[src/design/dbd_pkg.sv]
// Shared types, widths and calendar tables for the date difference pipeline.
// No dependencies; imported by every module of the block.
package dbd_pkg;

  localparam int unsigned YEAR_W  = 12;
  localparam int unsigned MONTH_W = 4;
  localparam int unsigned DAY_W   = 5;
  localparam int unsigned COUNT_W = 21;
  localparam int unsigned DOY_W   = 9;
  localparam int unsigned MLEN_W  = 5;

  // floor(x / 100) = (x * DIV100_MUL) >> DIV100_SHIFT for every 12-bit x
  localparam int unsigned DIV100_MUL   = 5243;
  localparam int unsigned MUL_W        = 13;
  localparam int unsigned PROD_W       = YEAR_W + MUL_W;
  localparam int unsigned DIV100_SHIFT = 19;
  localparam int unsigned QUOT_W       = PROD_W - DIV100_SHIFT;

  localparam int unsigned DAYS_COMMON_YEAR = 365;
  localparam int unsigned CENTURY          = 100;

  localparam logic [MONTH_W-1:0] MONTH_JAN = MONTH_W'(1);
  localparam logic [MONTH_W-1:0] MONTH_FEB = MONTH_W'(2);
  localparam logic [MONTH_W-1:0] MONTH_DEC = MONTH_W'(12);
  localparam logic [MLEN_W-1:0]  FEB_LEAP_LEN = MLEN_W'(29);

  // Stage advance enables handed from the pipeline control to the datapath
  typedef struct packed {
    logic s1;
    logic s2;
    logic s3;
  } dbd_adv_t;

  // Day number of one date and its validity
  typedef struct packed {
    logic [COUNT_W-1:0] num;
    logic               ok;
  } dbd_num_t;

  // Days in the months before month m, common year
  function automatic logic [DOY_W-1:0] days_before_month(input logic [MONTH_W-1:0] m);
    logic [DOY_W-1:0] r;
    unique case (m)
      4'd1:    r = 9'd0;
      4'd2:    r = 9'd31;
      4'd3:    r = 9'd59;
      4'd4:    r = 9'd90;
      4'd5:    r = 9'd120;
      4'd6:    r = 9'd151;
      4'd7:    r = 9'd181;
      4'd8:    r = 9'd212;
      4'd9:    r = 9'd243;
      4'd10:   r = 9'd273;
      4'd11:   r = 9'd304;
      4'd12:   r = 9'd334;
      default: r = 9'd0;
    endcase
    return r;
  endfunction

  // Length of month m, common year
  function automatic logic [MLEN_W-1:0] month_length(input logic [MONTH_W-1:0] m);
    logic [MLEN_W-1:0] r;
    unique case (m)
      4'd4, 4'd6, 4'd9, 4'd11: r = 5'd30;
      4'd2:                    r = 5'd28;
      default:                 r = 5'd31;
    endcase
    return r;
  endfunction

endpackage

[src/design/dbd_day_number.sv]
// Three-stage datapath that turns one Gregorian date into its day number.
// Depends on dbd_pkg; stage enables come from the top-level pipeline control.
module dbd_day_number import dbd_pkg::*; #(
  parameter int unsigned MAX_YEAR = 3000
) (
  input  logic               clk_i,
  input  dbd_adv_t           adv_i,
  input  logic [YEAR_W-1:0]  year_i,
  input  logic [MONTH_W-1:0] month_i,
  input  logic [DAY_W-1:0]   day_i,
  output dbd_num_t           num_o
);

  // Stage 1: reciprocal products, month tables, range checks
  logic [YEAR_W-1:0]  p_q, y_q;
  logic [MONTH_W-1:0] m_q;
  logic [DAY_W-1:0]   d_q;
  logic [PROD_W-1:0]  pprod_q, yprod_q;
  logic [DOY_W-1:0]   dbm_q;
  logic [MLEN_W-1:0]  mlen_q;
  logic               range_ok_q;

  logic [YEAR_W-1:0] p_d;
  logic              range_ok_d;

  assign p_d        = year_i - YEAR_W'(1);
  assign range_ok_d = (year_i != '0) && (32'(year_i) <= MAX_YEAR) &&
                      (month_i >= MONTH_JAN) && (month_i <= MONTH_DEC) &&
                      (day_i != '0);

  always_ff @(posedge clk_i) begin
    if (adv_i.s1) begin
      p_q        <= p_d;
      y_q        <= year_i;
      m_q        <= month_i;
      d_q        <= day_i;
      pprod_q    <= PROD_W'(p_d) * PROD_W'(DIV100_MUL);
      yprod_q    <= PROD_W'(year_i) * PROD_W'(DIV100_MUL);
      dbm_q      <= days_before_month(month_i);
      mlen_q     <= month_length(month_i);
      range_ok_q <= range_ok_d;
    end
  end

  // Stage 2: leap rule, whole-year days, day of year, validity
  logic [QUOT_W-1:0]  qp, qy;
  logic [YEAR_W-1:0]  rem_y;
  logic               leap;
  logic [MLEN_W-1:0]  len;
  logic [COUNT_W-1:0] years_d;
  logic [DOY_W-1:0]   doy_d;
  logic               ok_d;

  assign qp    = pprod_q[PROD_W-1:DIV100_SHIFT];
  assign qy    = yprod_q[PROD_W-1:DIV100_SHIFT];
  assign rem_y = y_q - YEAR_W'(qy) * YEAR_W'(CENTURY);
  assign leap  = (y_q[1:0] == 2'b00) && ((rem_y != '0) || (qy[1:0] == 2'b00));
  assign len   = ((m_q == MONTH_FEB) && leap) ? FEB_LEAP_LEN : mlen_q;
  assign ok_d  = range_ok_q && (d_q <= len);

  assign years_d = COUNT_W'(p_q) * COUNT_W'(DAYS_COMMON_YEAR) + COUNT_W'(p_q[YEAR_W-1:2])
                 - COUNT_W'(qp) + COUNT_W'(qp[QUOT_W-1:2]);
  assign doy_d   = dbm_q + DOY_W'(d_q) + DOY_W'((m_q > MONTH_FEB) && leap);

  logic [COUNT_W-1:0] years_q;
  logic [DOY_W-1:0]   doy_q;
  logic               ok2_q;

  always_ff @(posedge clk_i) begin
    if (adv_i.s2) begin
      years_q <= years_d;
      doy_q   <= doy_d;
      ok2_q   <= ok_d;
    end
  end

  // Stage 3: sum into the day number
  dbd_num_t num_q;

  always_ff @(posedge clk_i) begin
    if (adv_i.s3) begin
      num_q.num <= years_q + COUNT_W'(doy_q);
      num_q.ok  <= ok2_q;
    end
  end

  assign num_o = num_q;

endmodule

[src/design/days_between_dates.sv]
// Top level: pipeline control, two day-number datapaths and the compare stage.
// Depends on dbd_pkg and dbd_day_number.
//
// Takes one beat of two dates per cycle and returns the days from the first
// date to the second through three stages of day numbering (reciprocal
// division by 100, leap rule and year sum, final add) and one stage of compare
// and subtract that also serves as the output register. Throughput is one beat
// per clock; stall_i holds the whole pipeline, and empty stages fill while the
// output waits. bad_date_o flags a date out of range, order_error_o a second date
// before the first; day_count_o is zero when either flag is set.
module days_between_dates import dbd_pkg::*; #(
  parameter int unsigned MAX_YEAR = 3000
) (
  input  logic               clk_i,
  input  logic               rst_ni,
  input  logic               valid_i,
  output logic               stall_o,
  input  logic [YEAR_W-1:0]  first_year_i,
  input  logic [MONTH_W-1:0] first_month_i,
  input  logic [DAY_W-1:0]   first_day_i,
  input  logic [YEAR_W-1:0]  second_year_i,
  input  logic [MONTH_W-1:0] second_month_i,
  input  logic [DAY_W-1:0]   second_day_i,
  output logic               valid_o,
  input  logic               stall_i,
  output logic [COUNT_W-1:0] day_count_o,
  output logic               bad_date_o,
  output logic               order_error_o
);

  localparam int unsigned STAGES = 4;

  // Advance a stage when it is empty or the next one moves
  logic [STAGES-1:0] valid_q;
  logic [STAGES-1:0] adv;

  assign adv[STAGES-1] = !valid_q[STAGES-1] || !stall_i;
  for (genvar k = 0; k < STAGES - 1; k++) begin : g_adv
    assign adv[k] = !valid_q[k] || adv[k+1];
  end

  assign stall_o = !adv[0];
  assign valid_o = valid_q[STAGES-1];

  always_ff @(posedge clk_i or negedge rst_ni) begin
    if (!rst_ni) begin
      valid_q <= '0;
    end else begin
      if (adv[0]) valid_q[0] <= valid_i;
      for (int k = 1; k < STAGES; k++) begin
        if (adv[k]) valid_q[k] <= valid_q[k-1];
      end
    end
  end

  dbd_adv_t dp_adv;
  assign dp_adv.s1 = adv[0];
  assign dp_adv.s2 = adv[1];
  assign dp_adv.s3 = adv[2];

  // Day numbers of both dates
  dbd_num_t num_a, num_b;

  dbd_day_number #(.MAX_YEAR(MAX_YEAR)) u_first (
    .clk_i   (clk_i),
    .adv_i   (dp_adv),
    .year_i  (first_year_i),
    .month_i (first_month_i),
    .day_i   (first_day_i),
    .num_o   (num_a)
  );

  dbd_day_number #(.MAX_YEAR(MAX_YEAR)) u_second (
    .clk_i   (clk_i),
    .adv_i   (dp_adv),
    .year_i  (second_year_i),
    .month_i (second_month_i),
    .day_i   (second_day_i),
    .num_o   (num_b)
  );

  // Compare, subtract and flag into the output register
  logic               bad_d, order_d;
  logic [COUNT_W-1:0] count_d;
  logic [COUNT_W-1:0] count_q;
  logic               bad_q, order_q;

  assign bad_d   = !(num_a.ok && num_b.ok);
  assign order_d = !bad_d && (num_b.num < num_a.num);
  assign count_d = (bad_d || order_d) ? '0 : (num_b.num - num_a.num);

  always_ff @(posedge clk_i) begin
    if (adv[STAGES-1]) begin
      count_q <= count_d;
      bad_q   <= bad_d;
      order_q <= order_d;
    end
  end

  assign day_count_o   = count_q;
  assign bad_date_o    = bad_q;
  assign order_error_o = order_q;

  // Checks
  a_flag_zero: assert property (@(posedge clk_i) disable iff (!rst_ni)
    (valid_o && (bad_date_o || order_error_o)) |-> (day_count_o == '0))
    else $error("flagged beat carries a nonzero count");

  a_flag_excl: assert property (@(posedge clk_i) disable iff (!rst_ni)
    valid_o |-> !(bad_date_o && order_error_o))
    else $error("bad date and order error set together");

  a_stall_full: assert property (@(posedge clk_i) disable iff (!rst_ni)
    stall_o |-> ((&valid_q) && stall_i))
    else $error("input stalled while the pipeline has a free stage");

endmodule

[config.mk]
export PLATFORM = sky130hd
export DESIGN_NAME = days_between_dates
export DESIGN_NICKNAME = d
export VERILOG_FILES = /design/src/design/dbd_pkg.sv /design/src/design/dbd_day_number.sv /design/src/design/days_between_dates.sv
export SDC_FILE = /design/constraint.sdc
export NUM_CORES = 2
export LEC_CHECK = 0
export BUFFER_PORTS_ARGS = -buffer_cell sky130_fd_sc_hd__buf_2
export CORE_MARGIN = 4
export CORE_UTILIZATION = 30
export DETAILED_ROUTE_END_ITERATION = 6
export GPL_ROUTABILITY_DRIVEN = 0
export SLEW_MARGIN = 20
export SYNTH_ARGS = -nofsm -noshare
export SYNTH_HDL_FRONTEND = slang
export SYNTH_SLANG_ARGS = --single-unit
[constraint.sdc]
create_clock -name clk_i -period 8.8 [get_ports clk_i]
set_input_delay 0.88 -clock clk_i [delete_from_list [all_inputs] [get_ports clk_i]]
set_output_delay 0.88 -clock clk_i [all_outputs]
set_load 0.02 [all_outputs]
==> run_results.csv <==
group,metric,value,unit
status,outcome,"finished, final reports clean",
placement,dp_hpwl,50.01,mm
floorplan,num_io_pins,71,
worst_setup_path,path_max_fanout,13,
sta,hold_viol,0,
sta,tightest_slew,0.9152,ns
synthesis,avgSynthCellArea,10.77,um2
clock_network,cts_buffers,29,
clock_network,clock-sinks,247,
synthesis,synth_area_leaders,"ha_1 (26%), edfxtp_1 (24%), fa_1 (21%)",
final_layout,multi_input_area,19840,um2
floorplan,die_h,323.4,um
route,ant_nets,0,
route,vias,18272,
global_route,grt-ovfl-total,0,
route,routed_wl,58.32,mm
final_layout,num-fill-cells,9894,
floorplan,fp.dieW,323.4,um
synthesis,yosysMostFrequentCell,"inv_1",
job,drv_cap,0,
clock_network,post_cts_resized,0,
sta,rsz0062_at_grt,"no",
global_route,grt_max_degree,65,
floorplan,dieArea,104600,um2
clock_network,cts-root-buf,"clkbuf_16",
final_layout,area_growth,9.973,%
sta,slew_headroom,38.55,%
synthesis,synthesis.nets,3749,
clock_network,cts_buffer_depth,3,
final_layout,drive_above_1_share,5.988,%
synthesis,yosysSeqAreaShare,24.79,%
worst_setup_path,startpoint,"first_year_i[2]",
final_layout,sequential_cell_area,7397,um2
min_path,min_path_type,"input port to async pin",
synthesis,synth_common_cells,"inv_1 (680), ha_1 (616), fa_1 (318)",
route,drc,0,
route,drtPass1Iterations,5,
worst_setup_path,rr_startpoint,"u_second.yprod_q[20]$_DFFE_PN_",
synthesis,synth_top_cell_area_share,25.83,%
worst_setup_path,cp.required,9.13,ns
route,routed_via_density,4.372,
final_layout,final_nets,3846,
sta,setup_violations,0,
synthesis,syn-cell-area,29830,um2
clock_network,clkTransAtPathRegs,0.06,ns
clock_network,cts_tree,"built",
clock_network,holdBufCountCts,0,
synthesis,async_flop_share,1.619,%
global_route,grt_usage,11.51,%
synthesis,ys_types,86,
worst_setup_path,end_kind,"flip-flop",
worst_setup_path,cpPeakStageDelay,0.55,ns
sta,setup_tns,0,ns
global_route,grt_pass1_wl,98.40,mm
worst_setup_path,startpoint_type,"input port",
synthesis,yosys_register_bits,247,
synthesis,synth_largest_area_cell,"ha_1",
worst_setup_path,critical_path_class,"input port to flip-flop",
sta,skew,0.01751,ns
floorplan,core,98560,um2
synthesis,synth_edf_count,243,
synthesis,syn_inst,2769,
placement,portBuffers,70,
sta,period_share,80.28,%
floorplan,initial_core_util,30.27,%
clock_network,post_cts_buffers,0,
route,routedWlPerCell,13.96,um
synthesis,synth-main-ff-cell,"edfxtp_1",
sta,slew_violations,0,
global_route,antenna_found_initial,8,
worst_setup_path,slowest_stage,"fa_1",
sta,fmax,141.5,MHz
synthesis,ys_warn_count,0,
floorplan,rows,115,
global_route,grt_pass1_vias,19032,
sta,min_period,7.065,ns
worst_setup_path,cp.arrival,7.39,ns
clock_network,clk_latency,0.58,ns
route,drtIter0Drc,738,
clock_network,h-tree-depth,1,
## cell families (layout without fill, tap and decap cells)
kind of cell / count (synthesis) / after routing / share of synthesized area [%]
AND/OR/NAND/NOR: 398 / 398 / 6.589
other: 0 / 3 / 0
XOR/XNOR: 164 / 164 / 4.840
adder cells (fa/ha/maj): 934 / 934 / 47.17
multiplexers: 12 / 12 / 0.4529
AO/OA/AOI/OAI: 321 / 321 / 7.390
buffers and inverters: 693 / 813 / 8.761
flip-flops: 247 / 247 / 24.79
## final timing paths
check,to,slack [ns],cells after the start
max,u_first.pprod_q[24]$_DFFE_PN_,1.74,29
min in group clk_i,valid_q[3]$_DFFE_PN0P_,0.46,1
max in group asynchronous,valid_q[0]$_DFFE_PN0N_,8.37,1
max reg2reg,u_second.doy_q[8]$_DFFE_PP_,3.29,22
min,valid_q[3]$_DFFE_PN0P_,0.20,1
min reg2reg,valid_q[3]$_DFFE_PN0P_,0.46,1
## worst max-delay path, delay by kind of cell
| kind | cells | cell delay, ns |
|---|---|---|
| adders and majority gates | 7 | 3.00 |
| AOI/OAI and AO/OA | 5 | 1.37 |
| and+or+nand+nor | 9 | 1.15 |
| buffers and inverters | 6 | 0.60 |
| xor gates and xnor gates | 2 | 0.39 |
## routing by layer
metal  global-route usage, %  share of wire (%)  up-vias
met5                       0              0.070        -
met4                   2.298                1.7        6
met3                   1.508                3.3       59
met2                   18.58                 44      164
met1                   16.62                 50     8724
li1                        -                  -     9319
## layout by cell type (no fill, tap or decap), drive strengths merged, types with 5 or more instances in the layout
cell type  synthesis  final
inv              680    683
and3              17     17
fa               318    318
nand4             14     14
or2               12     12
buf                4     79
o41ai              5      5
nor3              24     24
or3                9      9
clkbuf             9     33
nand2b            21     21
ha               616    616
a21boi            11     11
a21oi            100    100
xnor2            125    125
nor2b             31     31
nand3             39     39
a21o              39     39
o211ai             6      6
edfxtp           243    243
nand2             89     89
a211o              5      5
o21ai             60     60
nor4               7      7
a31oi              9      9
clkinv             0     11
a211oi            12     12
o21a              17     17
nor2             116    116
mux2i              9      9
o31a               9      9
xor2              39     39
## flip-flops by register name (all words and copies together), names as in the netlist, 11 cells and up
name              flops
u_first.num_o        22
u_second.num_o       22
u_first.y_q          11
u_second.y_q         11
u_first.p_q          11
day_count_o          21
u_second.p_q         11
u_first.years_q      21
u_second.years_q     21
## per-stage QoR
stage	cells	instance area [um2]	hold WS [ns]	setup WS (ns)	util (%)
2_1_floorplan	2769	29830	0.4003	1.753	-
3_3_place_gp	4122	31820	0.4390	1.176	32.28
3_5_place_dp	4122	31820	0.4455	1.124	32.28
4_1_cts	4176	32800	0.1512	1.722	33.28
5_1_grt	4177	32800	0.1659	1.111	33.28
6_report	4179	32810	0.1957	1.735	33.29
## cell type report
class                      count  share of cell area (%)
clock inverter                21                  0.7475
antenna                        3                 0.02288
clock buffer                  33                   2.258
inverter                     680                   7.780
timing repair buffer          79                   1.274
tap                         1287                   4.908
sequential                   247                   22.55
multi-input combinational   1829                   60.46
Power is left out: the tool's default activity adds up to more than one toggle a clock period on the data nets, which glitch-free logic cannot reach.
